`src/hdl/cqs_pkg.sv`:
```
package cqs_pkg;

   // Build defaults
   localparam int CQS_DEPTH      = 64;
   localparam int CQS_DATA_WIDTH = 32;

   // Register file
   localparam int          CAP_W      = 7;
   localparam int          CSR_ADDR_W = 3;
   localparam logic [0:0]  REG_CAPACITY = 1'b0;
   localparam logic [CAP_W-1:0] CAP_RESET = 7'd64;

   typedef enum logic [1:0] {
      CMD_ENQUEUE  = 2'd0,
      CMD_DEQUEUE  = 2'd1,
      CMD_TRAVERSE = 2'd2,
      CMD_SEARCH   = 2'd3
   } command_type;

   typedef enum logic [1:0] {
      ST_OK       = 2'd0,
      ST_OVERFLOW = 2'd1,
      ST_EMPTY    = 2'd2
   } status_type;

   typedef enum logic [4:0] {
      S_IDLE = 5'b00001,
      S_POST = 5'b00010,
      S_DEQ  = 5'b00100,
      S_TRAV = 5'b01000,
      S_SCAN = 5'b10000
   } state_type;

   // Register block to queue control
   typedef struct packed {
      logic [CAP_W-1:0] cap;        // clamped capacity, 1..DEPTH
      logic             idx_clear;  // accepted capacity write: rewind pointers
   } csr_ctl_type;

endpackage

```
`src/hdl/circular_queue_with_search_top.sv`:
```
// Channel  | Dir | Beat contents
// ---------+-----+------------------------------------------------------------
// req_*    | in  | tuser: command; tdata: value
// rsp_*    | out | tdata: status, data, match_count; tlast: last
// csr_*    | in  | APB register port, capacity at byte address 0
//
// Enqueue and every error reply pass through S_POST, dequeue through S_DEQ,
// before the result register. Traverse sends one beat per stored word, search
// compares every stored slot, then replies: one shared read port walks the slots.
// Back-pressure on rsp stalls the traverse walk and the final reply;
// req_tready is low until the command ends.
// Synchronous reset empties the queue and sets capacity to 64; no clearing pass.
module circular_queue_with_search_top #(
   parameter int DEPTH      = cqs_pkg::CQS_DEPTH,
   parameter int DATA_WIDTH = cqs_pkg::CQS_DATA_WIDTH
) (
   input  logic                           clock,
   input  logic                           reset,
   // request stream
   input  logic                           req_tvalid,
   output logic                           req_tready,
   input  logic [31:0]                    req_tdata,   // [31:0] value
   input  logic [1:0]                     req_tuser,   // [1:0] command
   // response stream
   output logic                           rsp_tvalid,
   input  logic                           rsp_tready,
   output logic [47:0]                    rsp_tdata,   // [1:0] status, [33:2] data,
                                                       // [40:34] match_count
   output logic                           rsp_tlast,
   // register port
   input  logic                           csr_psel,
   input  logic                           csr_penable,
   input  logic                           csr_pwrite,
   input  logic [cqs_pkg::CSR_ADDR_W-1:0] csr_paddr,
   input  logic [31:0]                    csr_pwdata,
   output logic [31:0]                    csr_prdata,
   output logic                           csr_pready
);
   import cqs_pkg::*;

   localparam int IDX_W = $clog2(DEPTH);
   localparam int OCC_W = $clog2(DEPTH + 1);

   csr_ctl_type            csr_ctl;
   logic [OCC_W-1:0]       cap;

   state_type              state_ff, state_in;
   logic [IDX_W-1:0]       head_ff, head_in;
   logic [IDX_W-1:0]       tail_ff, tail_in;
   logic [OCC_W-1:0]       occ_ff, occ_in;
   logic [IDX_W-1:0]       walk_ff, walk_in;
   logic [OCC_W-1:0]       remain_ff, remain_in;
   logic [OCC_W-1:0]       count_ff, count_in;
   logic [DATA_WIDTH-1:0]  key_ff, key_in;
   status_type             post_ff, post_in;

   logic                   rsp_valid_ff, rsp_valid_in;
   status_type             rsp_status_ff, rsp_status_in;
   logic [31:0]            rsp_data_ff, rsp_data_in;
   logic [CAP_W-1:0]       rsp_count_ff, rsp_count_in;
   logic                   rsp_last_ff, rsp_last_in;

   logic                   ram_wr_en, ram_rd_en;
   logic [IDX_W-1:0]       ram_rd_addr;
   logic [DATA_WIDTH-1:0]  ram_wr_data, ram_rd_data;

   logic                   req_fire, out_free, hit;
   command_type            cmd;
   logic [63:0]            val_ext, rd_ext;
   logic [DATA_WIDTH-1:0]  val_word;
   logic [31:0]            rd_word32;
   logic [IDX_W-1:0]       tail_dn, walk_dn, head_up, walk_up;

   // Ring pointer steps within the live capacity
   function automatic logic [IDX_W-1:0] step_up(input logic [IDX_W-1:0] idx,
                                               input logic [OCC_W-1:0] c);
      logic [OCC_W-1:0] nxt;
      nxt = OCC_W'(idx) + OCC_W'(1);
      return (nxt >= c) ? '0 : nxt[IDX_W-1:0];
   endfunction

   function automatic logic [IDX_W-1:0] step_down(input logic [IDX_W-1:0] idx,
                                                 input logic [OCC_W-1:0] c);
      logic [OCC_W-1:0] cm1;
      cm1 = c - OCC_W'(1);
      return (idx == '0 || OCC_W'(idx) >= c) ? cm1[IDX_W-1:0] : idx - IDX_W'(1);
   endfunction

   cqs_csr #(
      .DEPTH (DEPTH)
   ) u_csr (
      .clock       (clock),
      .reset       (reset),
      .psel        (csr_psel),
      .penable     (csr_penable),
      .pwrite      (csr_pwrite),
      .paddr       (csr_paddr),
      .pwdata      (csr_pwdata),
      .prdata      (csr_prdata),
      .pready      (csr_pready),
      .queue_empty (occ_ff == '0),
      .ctl         (csr_ctl)
   );

   cqs_ram #(
      .WIDTH (DATA_WIDTH),
      .DEPTH (DEPTH)
   ) u_ram (
      .clock   (clock),
      .wr_en   (ram_wr_en),
      .wr_addr (tail_ff),
      .wr_data (ram_wr_data),
      .rd_en   (ram_rd_en),
      .rd_addr (ram_rd_addr),
      .rd_data (ram_rd_data)
   );

   assign cap = csr_ctl.cap[OCC_W-1:0];

   // Word width adaptation: stored words keep the low DATA_WIDTH bits
   assign val_ext     = 64'(req_tdata);
   assign val_word    = val_ext[DATA_WIDTH-1:0];
   assign ram_wr_data = val_word;
   assign rd_ext      = 64'(ram_rd_data);
   assign rd_word32   = rd_ext[31:0];

   assign req_tready = (state_ff == S_IDLE);
   assign req_fire   = req_tvalid && req_tready;
   assign out_free   = !rsp_valid_ff || rsp_tready;
   assign cmd        = command_type'(req_tuser);
   assign hit        = (ram_rd_data == key_ff);

   assign tail_dn = step_down(tail_ff, cap);
   assign walk_dn = step_down(walk_ff, cap);
   assign head_up = step_up(head_ff, cap);
   assign walk_up = step_up(walk_ff, cap);

   // Sequencer
   always_comb begin
      state_in      = state_ff;
      head_in       = head_ff;
      tail_in       = tail_ff;
      occ_in        = occ_ff;
      walk_in       = walk_ff;
      remain_in     = remain_ff;
      count_in      = count_ff;
      key_in        = key_ff;
      post_in       = post_ff;
      rsp_valid_in  = rsp_valid_ff && !rsp_tready;
      rsp_status_in = rsp_status_ff;
      rsp_data_in   = rsp_data_ff;
      rsp_count_in  = rsp_count_ff;
      rsp_last_in   = rsp_last_ff;
      ram_wr_en     = 1'b0;
      ram_rd_en     = 1'b0;
      ram_rd_addr   = walk_ff;

      unique case (state_ff)
         S_IDLE: begin
            if (req_fire) begin
               count_in = '0;
               state_in = S_POST;
               if (occ_ff == '0 && cmd != CMD_ENQUEUE) begin
                  post_in = ST_EMPTY;
               end else begin
                  unique case (cmd)
                     CMD_ENQUEUE: begin
                        if (occ_ff >= cap) begin
                           post_in = ST_OVERFLOW;
                        end else begin
                           ram_wr_en = 1'b1;
                           tail_in   = step_up(tail_ff, cap);
                           occ_in    = occ_ff + OCC_W'(1);
                           post_in   = ST_OK;
                        end
                     end
                     CMD_DEQUEUE: begin
                        ram_rd_en   = 1'b1;
                        ram_rd_addr = head_ff;
                        occ_in      = occ_ff - OCC_W'(1);
                        if (occ_ff == OCC_W'(1)) begin
                           head_in = '0;
                           tail_in = '0;
                        end else begin
                           head_in = head_up;
                        end
                        state_in = S_DEQ;
                     end
                     CMD_TRAVERSE: begin
                        ram_rd_en   = 1'b1;
                        ram_rd_addr = tail_dn;
                        walk_in     = tail_dn;
                        remain_in   = occ_ff;
                        state_in    = S_TRAV;
                     end
                     CMD_SEARCH: begin
                        ram_rd_en   = 1'b1;
                        ram_rd_addr = head_ff;
                        walk_in     = head_ff;
                        remain_in   = occ_ff;
                        key_in      = val_word;
                        state_in    = S_SCAN;
                     end
                     default: state_in = S_POST;
                  endcase
               end
            end
         end
         // Single-beat reply from staged status and count
         S_POST: begin
            if (out_free) begin
               rsp_valid_in  = 1'b1;
               rsp_status_in = post_ff;
               rsp_data_in   = '0;
               rsp_count_in  = CAP_W'(count_ff);
               rsp_last_in   = 1'b1;
               state_in      = S_IDLE;
            end
         end
         S_DEQ: begin
            if (out_free) begin
               rsp_valid_in  = 1'b1;
               rsp_status_in = ST_OK;
               rsp_data_in   = rd_word32;
               rsp_count_in  = '0;
               rsp_last_in   = 1'b1;
               state_in      = S_IDLE;
            end
         end
         // One word per beat, newest first; next read overlaps the load
         S_TRAV: begin
            if (out_free) begin
               rsp_valid_in  = 1'b1;
               rsp_status_in = ST_OK;
               rsp_data_in   = rd_word32;
               rsp_count_in  = '0;
               rsp_last_in   = (remain_ff == OCC_W'(1));
               if (remain_ff == OCC_W'(1)) begin
                  state_in = S_IDLE;
               end else begin
                  ram_rd_en   = 1'b1;
                  ram_rd_addr = walk_dn;
                  walk_in     = walk_dn;
                  remain_in   = remain_ff - OCC_W'(1);
               end
            end
         end
         // Compare one slot per cycle, oldest first
         S_SCAN: begin
            count_in = count_ff + OCC_W'(hit);
            if (remain_ff == OCC_W'(1)) begin
               post_in  = ST_OK;
               state_in = S_POST;
            end else begin
               ram_rd_en   = 1'b1;
               ram_rd_addr = walk_up;
               walk_in     = walk_up;
               remain_in   = remain_ff - OCC_W'(1);
            end
         end
         default: state_in = S_IDLE;
      endcase

      if (csr_ctl.idx_clear) begin
         head_in = '0;
         tail_in = '0;
      end
   end

   // Control state
   always_ff @(posedge clock) begin
      if (reset) begin
         state_ff     <= S_IDLE;
         head_ff      <= '0;
         tail_ff      <= '0;
         occ_ff       <= '0;
         rsp_valid_ff <= 1'b0;
      end else begin
         state_ff     <= state_in;
         head_ff      <= head_in;
         tail_ff      <= tail_in;
         occ_ff       <= occ_in;
         rsp_valid_ff <= rsp_valid_in;
      end
   end

   // Walk and payload registers
   always_ff @(posedge clock) begin
      walk_ff       <= walk_in;
      remain_ff     <= remain_in;
      count_ff      <= count_in;
      key_ff        <= key_in;
      post_ff       <= post_in;
      rsp_status_ff <= rsp_status_in;
      rsp_data_ff   <= rsp_data_in;
      rsp_count_ff  <= rsp_count_in;
      rsp_last_ff   <= rsp_last_in;
   end

   assign rsp_tvalid = rsp_valid_ff;
   assign rsp_tdata  = {7'd0, rsp_count_ff, rsp_data_ff, rsp_status_ff};
   assign rsp_tlast  = rsp_last_ff;

   // Occupancy stays within the live capacity
   a_occ_cap: assert property (@(posedge clock) disable iff (reset)
      occ_ff <= cap)
      else $error("occupancy above capacity");

   // An empty queue has both pointers rewound
   a_empty_rewind: assert property (@(posedge clock) disable iff (reset)
      occ_ff == '0 |-> head_ff == '0 && tail_ff == '0)
      else $error("empty queue with stray pointers");

   // A walk never runs with nothing left
   a_walk_remain: assert property (@(posedge clock) disable iff (reset)
      (state_ff == S_TRAV || state_ff == S_SCAN) |-> remain_ff != '0 && occ_ff != '0)
      else $error("walk with no remaining slots");

   // Error replies are single beats with no data
   a_err_beat: assert property (@(posedge clock) disable iff (reset)
      rsp_valid_ff && rsp_status_ff != ST_OK |-> rsp_data_ff == '0 && rsp_last_ff
      && rsp_count_ff == '0)
      else $error("malformed error reply");

endmodule

```
`src/hdl/cqs_ram.sv`:
```
module cqs_ram #(
   parameter int WIDTH = 32,
   parameter int DEPTH = 64
) (
   input  logic                     clock,
   input  logic                     wr_en,
   input  logic [$clog2(DEPTH)-1:0] wr_addr,
   input  logic [WIDTH-1:0]         wr_data,
   input  logic                     rd_en,
   input  logic [$clog2(DEPTH)-1:0] rd_addr,
   output logic [WIDTH-1:0]         rd_data
);

   logic [WIDTH-1:0] mem_ff [DEPTH];
   logic [WIDTH-1:0] rd_data_ff;

   // Single write port
   always_ff @(posedge clock) begin
      if (wr_en) begin
         mem_ff[wr_addr] <= wr_data;
      end
   end

   // Registered read, holds while rd_en is low
   always_ff @(posedge clock) begin
      if (rd_en) begin
         rd_data_ff <= mem_ff[rd_addr];
      end
   end

   assign rd_data = rd_data_ff;

endmodule

```
`src/hdl/cqs_csr.sv`:
```
module cqs_csr #(
   parameter int DEPTH = 64
) (
   input  logic                           clock,
   input  logic                           reset,
   input  logic                           psel,
   input  logic                           penable,
   input  logic                           pwrite,
   input  logic [cqs_pkg::CSR_ADDR_W-1:0] paddr,
   input  logic [31:0]                    pwdata,
   output logic [31:0]                    prdata,
   output logic                           pready,
   input  logic                           queue_empty,
   output cqs_pkg::csr_ctl_type           ctl
);
   import cqs_pkg::*;

   logic [CAP_W-1:0] cap_ff;
   logic [CAP_W-1:0] cap_in;
   logic             wr_hit;

   assign pready = 1'b1;

   // Capacity only moves while the queue is empty
   assign wr_hit = psel && penable && pwrite && pready
                   && (paddr[2] == REG_CAPACITY) && queue_empty;

   always_comb begin
      cap_in = cap_ff;
      if (wr_hit) begin
         cap_in = pwdata[CAP_W-1:0];
      end
   end

   always_ff @(posedge clock) begin
      if (reset) begin
         cap_ff <= CAP_RESET;
      end else begin
         cap_ff <= cap_in;
      end
   end

   // Read back the raw register
   assign prdata = (paddr[2] == REG_CAPACITY) ? 32'(cap_ff) : 32'd0;

   // Clamp: zero acts as one, above the build depth acts as the depth
   always_comb begin
      if (cap_ff == '0) begin
         ctl.cap = CAP_W'(1);
      end else if (cap_ff > CAP_W'(DEPTH)) begin
         ctl.cap = CAP_W'(DEPTH);
      end else begin
         ctl.cap = cap_ff;
      end
      ctl.idx_clear = wr_hit;
   end

endmodule
```
`config.mk`:
```
export PLATFORM = sky130hd
export DESIGN_NAME = circular_queue_with_search_top
export DESIGN_NICKNAME = d
export VERILOG_FILES = /design/src/hdl/cqs_pkg.sv /design/src/hdl/circular_queue_with_search_top.sv /design/src/hdl/cqs_ram.sv /design/src/hdl/cqs_csr.sv
export SDC_FILE = /design/constraint.sdc
export NUM_CORES = 2
export LEC_CHECK = 0
export BUFFER_PORTS_ARGS = -buffer_cell sky130_fd_sc_hd__buf_2
export CORE_MARGIN = 3
export CORE_UTILIZATION = 40
export DETAILED_ROUTE_END_ITERATION = 8
export GPL_ROUTABILITY_DRIVEN = 0
export SYNTH_ARGS = -nofsm -noshare
export SYNTH_HDL_FRONTEND = slang
export SYNTH_SLANG_ARGS = --single-unit
```
`constraint.sdc`:
```
create_clock -name clock -period 4.62 [get_ports clock]
set_clock_uncertainty 0.2 [all_clocks]
set_input_delay 0.231 -clock clock [delete_from_list [all_inputs] [get_ports clock]]
set_output_delay 0.231 -clock clock [all_outputs]
set_load 0.05 [all_outputs]
```
* After elaboration in Yosys (flattened, before gate mapping)
Memory sizes are Yosys's and may differ from the RTL's. A register that Yosys moved wholly into a read port is not among the register bits. Index checks and enable logic that the tools add are counted.
Storage, ports and cells: register bits after elaboration 128, input bits 76, memories 1, bits in writable memories 2048, output and inout port bits 84
Memories:
- u_ram.mem_ff | depth 64, bits a word 32, rd ports 1, clocked after Yosys merged registers in 1, wr ports 1, RTL line cqs_ram.sv:14 | logic [WIDTH-1:0] mem_ff [DEPTH];
Cells by class: $lt $le $gt $ge 7, mux-type cells 74, equal/unequal tests 24, add/subtract/negate cells 10, reduce and logical (&&, ||, !) cells 41, bitwise logic cells 2
Operator list (number):
- $mux W6 | 15
- $mux W7 | 12
- $mux W32 | 2
- $pmux W32 S2 | 1
- $pmux W7 S2 | 3
- $pmux W6 S2 | 3
- $pmux W6 S3 | 2
- $eq A32 B32 Y1 | 1
- $mux W5 | 6
- $ge A7 B7 Y1 | 4
- $add A6 B1 Y7 const B | 3
- $pmux W7 S3 | 1
- $pmux W5 S4 | 1
- $sub A6 B1 Y6 const B | 3
- $mux W1 | 17
- $ne A2 B2 Y1 const B | 8
- $reduce_and A4 Y1 | 4
- $pmux W5 S3 | 1
- $reduce_and A5 Y1 | 3
- $eq A7 B1 Y1 const B | 2
- $ge A6 B7 Y1 | 2
- $logic_not A7 Y1 | 2
- $sub A7 B1 Y7 const B | 2
- $logic_not A6 Y1 | 2
- 28 further kinds | 58

* Depth between registers and ports, before layout
word-level depth 11, depth in mapped cells 21

* Cells and area by module
Synthesis repeated with hierarchy kept, for this count alone.
Unflattened totals: cells, all modules 4283, area, all modules 87287.5 µm²
By module, submodules not included:
- cqs_ram | seq. area each 62459.9 µm², times used 1, area each 79359.9 µm², cells an instance 3511
- circular_queue_with_search_top | seq. area each 3383.2 µm², times used 1, area each 7274.5 µm², cells an instance 695
- cqs_csr | seq. area each 140.1 µm², times used 1, area each 653.1 µm², cells an instance 77

* Worst setup path before layout
Ideal clock, no wire load.
path kind reg-to-reg, from reg u_csr.cap_ff[4], to mem u_ram.mem_ff[11][0], enable pin, stages on the path, launching flop included 15, setup slack -0.460 ns, data required time 3.999 ns, buffers on the path 1, arrival time 4.459 ns, path through dfxtp_1 or2_2 nor4_1 o21a_1 ha_1 nand2b_1 a21o_1 a21o_1 a21o_1 a21o_1 a21oi_1 o2111ai_1 or4_1 clkbuf_1 nor2_1
On the way: longest elaborated chain between the ends 11, elaborated cells between the ends (all ways) 12, those cells by class order compare (2); mux (9); reduce/logical (1)
RTL lines:
- start: declaration | RTL line cqs_csr.sv:18 | logic [CAP_W-1:0] cap_ff;
- start signal: assignment | RTL line cqs_csr.sv:39 | cap_ff <= cap_in;
- $gt A7 B7 Y1 | RTL line cqs_csr.sv:50 | end else if (cap_ff > CAP_W'(DEPTH)) begin
- $mux W7 | RTL line cqs_csr.sv:50
- $mux W7 (*) | RTL line cqs_csr.sv:48 | if (cap_ff == '0) begin
- $ge A7 B7 Y1 (*) | RTL line circular_queue_with_search_top.sv:168 | if (occ_ff >= cap) begin
- $mux W1 (*) | RTL line circular_queue_with_search_top.sv:168
- $mux W1 (*) | RTL line circular_queue_with_search_top.sv:166 | unique case (cmd)
- $mux W1 (*) | RTL line circular_queue_with_search_top.sv:163 | if (occ_ff == '0 && cmd != CMD_ENQUEUE) begin
- $mux W1 (*) | RTL line circular_queue_with_search_top.sv:160 | if (req_fire) begin
- $mux W1 (*) | RTL line circular_queue_with_search_top.sv:158 | unique case (state_ff)
- $mux W1 (*) | RTL line cqs_ram.sv:19 | if (wr_en) begin
- $mux W1 (implied by the code) (*) | RTL line cqs_ram.sv:20 | mem_ff[wr_addr] <= wr_data;
- end: declaration | RTL line cqs_ram.sv:14
Mark *: on every way between the ends. The rest lies on a longest branch, timed or not.

* Worst setup path in the final report
from reg u_csr.cap_ff[4], to reg u_ram.rd_data_ff[15], in the netlist u_ram.rd_data[15], read port of u_ram.mem_ff, data pin
On the way: longest elaborated chain between the ends 10, elaborated cells between the ends (all ways) 20, those cells by class add/sub (1); order compare (4); mux (12); reduce/logical (3)
RTL lines:
- $gt A7 B7 Y1 | RTL line cqs_csr.sv:50
- $mux W7 | RTL line cqs_csr.sv:50
- $mux W7 (*) | RTL line cqs_csr.sv:48
- $ge A6 B7 Y1 | RTL line circular_queue_with_search_top.sv:86 | return (idx == '0 || OCC_W'(idx) >= c) ? cm1[IDX_W-1:0] : idx - IDX_W'(1);
- $logic_or A1 B1 Y1 | RTL line circular_queue_with_search_top.sv:86
- $mux W6 | RTL line circular_queue_with_search_top.sv:86
- $pmux W6 S2 | RTL line circular_queue_with_search_top.sv:166
- $mux W6 | RTL line circular_queue_with_search_top.sv:163
- $mux W6 | RTL line circular_queue_with_search_top.sv:160
- $pmux W6 S3 (*) | RTL line circular_queue_with_search_top.sv:158
- end: declaration | RTL line cqs_ram.sv:15 | logic [WIDTH-1:0] rd_data_ff;
Marked as above. A chain may end at the register's enable or synchronous reset.

==> results by group <==
Logic synthesis
  – Post-Syn Area: around 89000 sq um
  – Adder-cell share of the synthesized area: 0.007759
  – Multiplexer area fraction after synthesis: 0.06428
  – EDFF count, synth: roughly 2200
  – Synth area leader: edfxtp_1
  – Top cells by count, synth: edfxtp_1, nand2_1, nand3_1, mux2i_1, o22ai_1
  – Synth top area share: 0.7368
  – Synthesized area per cell: 14.87 sq um
  – Xor/xnor cell area share of the yosys netlist: 0.006518
  – Synth Area in Compound Gates: 0.05063
  – Most frequent cell after synthesis: edfxtp_1
  – Ys flop type: edfxtp_1
  – Area contributors post-synth: edfxtp_1, nand2_1, mux2i_1
  – Ys Warns: 0
  – FF+latch count, synth: approximately 2200
  – Register area share after synthesis: 0.7440
  – Async SR Flop Fraction: 0
  – Post-synth cell types: 81
  – Post-Synth Simple-Gate Area: 0.1050
  – Largest family of logic cells by synthesized area: simple AND/OR/NAND/NOR gates
  – Mapped Cells: 5966

Setup path
  – Cell mode on critical path: buf_4
  – CP Class: reg2reg
  – Buf/Inv on CP: 9
  – Worst r2r src: u_csr.cap_ff[4]
  – Slowest CP cell: or4b_4
  – R2R depth: 24
  – Arrival @ worst endpoint: approximately 5.5 ns
  – Top delay family on crit path: simple AND/OR/NAND/NOR gates
  – Setup crit end kind: flip-flop
  – Max stage delay on crit path: 0.60 ns
  – WP data required: about 5.2 ns
  – CP Max Fanout: 9
  – Flop2flop setup slack: -0.32 ns
  – CP Cell Sequence: or2_4 > nor4_4 > o21a_4 > ha_4 > nand2b_4 > a211oi_2 > o32a_1 > buf_4 > a21oi_1 > o41ai_2 > buf_4 > nor3_4 > buf_6 > buf_12 > buf_6 > buf_12 > buf_12 > buf_4 > mux2i_1 > a32oi_1 > a31oi_1 > buf_4 > or4b_4 > nand4b_1
  – Startpoint Class: flip-flop
  – Worst r2r dst: u_ram.rd_data[15]

Route
  – First DRT Iteration DRCs: 6619
  – Routed WL: 277.3 mm
  – Average wire per standard cell: 27.83 um
  – DR pass1 iterations: 6
  – Vias per cell: 5.654
  – Post-route ant nets: 0
  – Post-route DRC: 0
  – Via count: 56340

Placed design
  – HPWL Detailed: 163.3 mm
  – Input/output buffers: 99

GRT
  – Largest net degree at the start of global routing: 79
  – First-pass GRT wire length: 390.6 mm
  – GR Overflow Total: 0
  – Initial antenna violation count: 25
  – Gr usage total: 0.2348
  – Vias in the first global route: 54600

Timing
  – Max frequency: 0.2026 GHz
  – Final period util: 1.068
  – Unrepaired setup endpoints after global routing: yes
  – Fin crit period: 4.936 ns
  – TNS Setup: -8.250 ns
  – Worst Tran Pin Value: about 1.3 ns
  – Final Setup Violations: 32
  – Rel. slew slack: 0.1516
  – Fin. Hold Viols: 0
  – Setup ws final: -0.3165 ns
  – Slew Viols, Final: 0

CTS
  – Sink Count: 2208
  – Max H-tree Level: 4
  – Clock root buffer: clkbuf_16
  – Skew-Pair Late Insertion Delay: about 0.86 ns
  – Clock transition at path regs: roughly 0.06 ns
  – TritonCTS Buffers: 221
  – TritonCTS clock tree: done
  – Max clock buf depth: 3

Floorplanning
  – Initial Util: 0.4028
  – Floorplan row count: around 170
  – Core area: between 200000 and 250000 sq um
  – Die area: between 200000 and 250000 sq um
  – Die H: 476.9 um
  – Top Ports: 160
  – Die Wd: between 400 and 500 um

Final layout
  – Ratio of cells with drive above 1 in the final layout: 0.2370
  – Core Util, Final: 0.5006
  – NumNets Final: a little under 7000
  – Area delta synth->final: 24.28%

Power
  – VDD IR max: 0.3309 mV
  – Leak: 38.32 nW
  – Total Power: 48.92 mW
  – PwrDens: roughly 440 nW/um^2

Outcome
  – Failing checks: setup timing
  – Status: finished, violations left

Worst hold path
  – Hold endpoint: u_ram.mem_ff[10][6]
  – Min-Delay Path Depth: 2
  – Hold Crit Start: req_tdata[6]
  – Worst min-delay path class: in2reg

Job
  – Max Cap Violations: 0
-- where the power goes --
group          internal, mW  leakage (nW)  total (mW)  switching, mW
sequential             22.1          19.8        22.2         0.0595
combinational          3.79          15.1        9.13           5.34
clock                  9.90          3.46        17.6           7.72
-- registers in the layout (all words and copies together), names as in the netlist --
register and flops:
state_ff 5, occ_ff 7, rsp_tvalid 1, u_ram.mem_ff 2048, u_csr.cap_ff 7, rsp_count_ff 7, remain_ff 7, head_ff 6
walk_ff 6, tail_ff 6, post_ff 2, count_ff 7, rsp_status_ff 2, rsp_tlast 1, u_ram.rd_data 32, rsp_data_ff 32
key_ff 32
-- kinds of logic (layout without fill, tap and decap cells) --
logic type                 Yosys count  count (layout)
AOI/OAI and AO/OA                  673             673
xor gates and xnor gates            66              66
adders and majority gates           55              55
buffers and inverters              404            1399
DFF                               2208            2208
muxes                              509             509
other                                2              48
and+or+nand+nor                   2049            2049
-- worst reg2reg max path, stage by stage (launching register included) --
cell and delay [ns]:
dfxtp_2 0.32, or2_4 0.24, nor4_4 0.22, o21a_4 0.21, ha_4 0.21, nand2b_4 0.13
a211oi_2 0.19, o32a_1 0.25, buf_4 0.15, a21oi_1 0.07, o41ai_2 0.29, buf_4 0.20
nor3_4 0.05, buf_6 0.11, buf_12 0.15, buf_6 0.15, buf_12 0.14, buf_12 0.14
buf_4 0.15, mux2i_1 0.12, a32oi_1 0.15, a31oi_1 0.10, buf_4 0.17, or4b_4 0.60
nand4b_1 0.13
-- layout make-up --
type | instances | area [sq um]
tap | 2958 | 3701
clock inverter | 148 | 1415
antenna | 15 | 37.54
multi-input combinational | 3385 | 22910
inverter | 24 | 90.09
clock buffer | 265 | 5717
sequential | 2208 | 65990
fill | 18240 | 109900
timing repair buffer | 962 | 10370
-- stage by stage --
step	hold WS [ns]	instances	worst slack, ns	instance area [sq um]
after global placement	0.2846	9364	-0.8796	99060
after floorplan	0.1299	5997	-0.3677	88930
final	0.09959	9965	-0.3165	110200
after CTS	0.03940	9884	-0.2892	108600
after global routing	0.08869	9955	-0.4884	110200
after detailed placement	0.2859	9364	-0.8132	99060
-- per-layer routing --
metal  GRT usage  wire length [um]  vias up
met5           0                29        -
met4     0.08751             11760        4
met3     0.03921             22350      485
met2      0.3844            133100     2604
met1      0.3151            110100    28810
li1            -                 -    24430
-- worst max path at each step --
stage                     endpoint       startpoint  cells after the start  slack [ns]
2_1_floorplan  u_ram.mem_ff[11][0]  u_csr.cap_ff[4]                     14       -0.37
3_3_place_gp     u_ram.rd_data[30]  u_csr.cap_ff[4]                     20       -0.88
3_5_place_dp     u_ram.rd_data[30]  u_csr.cap_ff[4]                     20       -0.81
4_1_cts          u_ram.rd_data[17]  u_csr.cap_ff[5]                     20       -0.29
5_1_grt          u_ram.rd_data[29]  u_csr.cap_ff[5]                     21       -0.49
6_report         u_ram.rd_data[15]  u_csr.cap_ff[4]                     24       -0.32
-- repair_timing --
| item | 4_1_cts | 5_1_grt |
|---|---|---|
| hold buffers | 65 | 0 |
| gates cloned | 16 | 19 |
| setup endpoints to repair | 56 | 1100 |
| buffers inserted | 28 | 56 |
| pin swaps | 61 | 81 |
| hold endpoints to repair | 1459 | 0 |
| gates resized for setup | 228 | 144 |
-- cell usage in the layout (no fill, tap or decap), types with 30 or more instances in the layout --
master and n:
clkinv_2 41, o21ai_0 73, o22ai_1 143, nand2_1 1108, and2_1 38, ha_1 53
nor2_1 76, buf_2 99, and3_1 99, dlygate4sd3_1 65, a21oi_1 61, mux4_2 36
mux2i_1 339, clkinv_1 64, nor2_4 71, clkbuf_1 43, buf_6 51, mux2_2 120
nand3_1 449, edfxtp_1 2176, buf_12 172, clkbuf_16 240, buf_4 527, nand4b_1 30
xor2_1 49, conb_1 33, a32oi_1 84, a31oi_1 86, dfxtp_1 30
No activity file was read; power rests on OpenSTA's default activity.
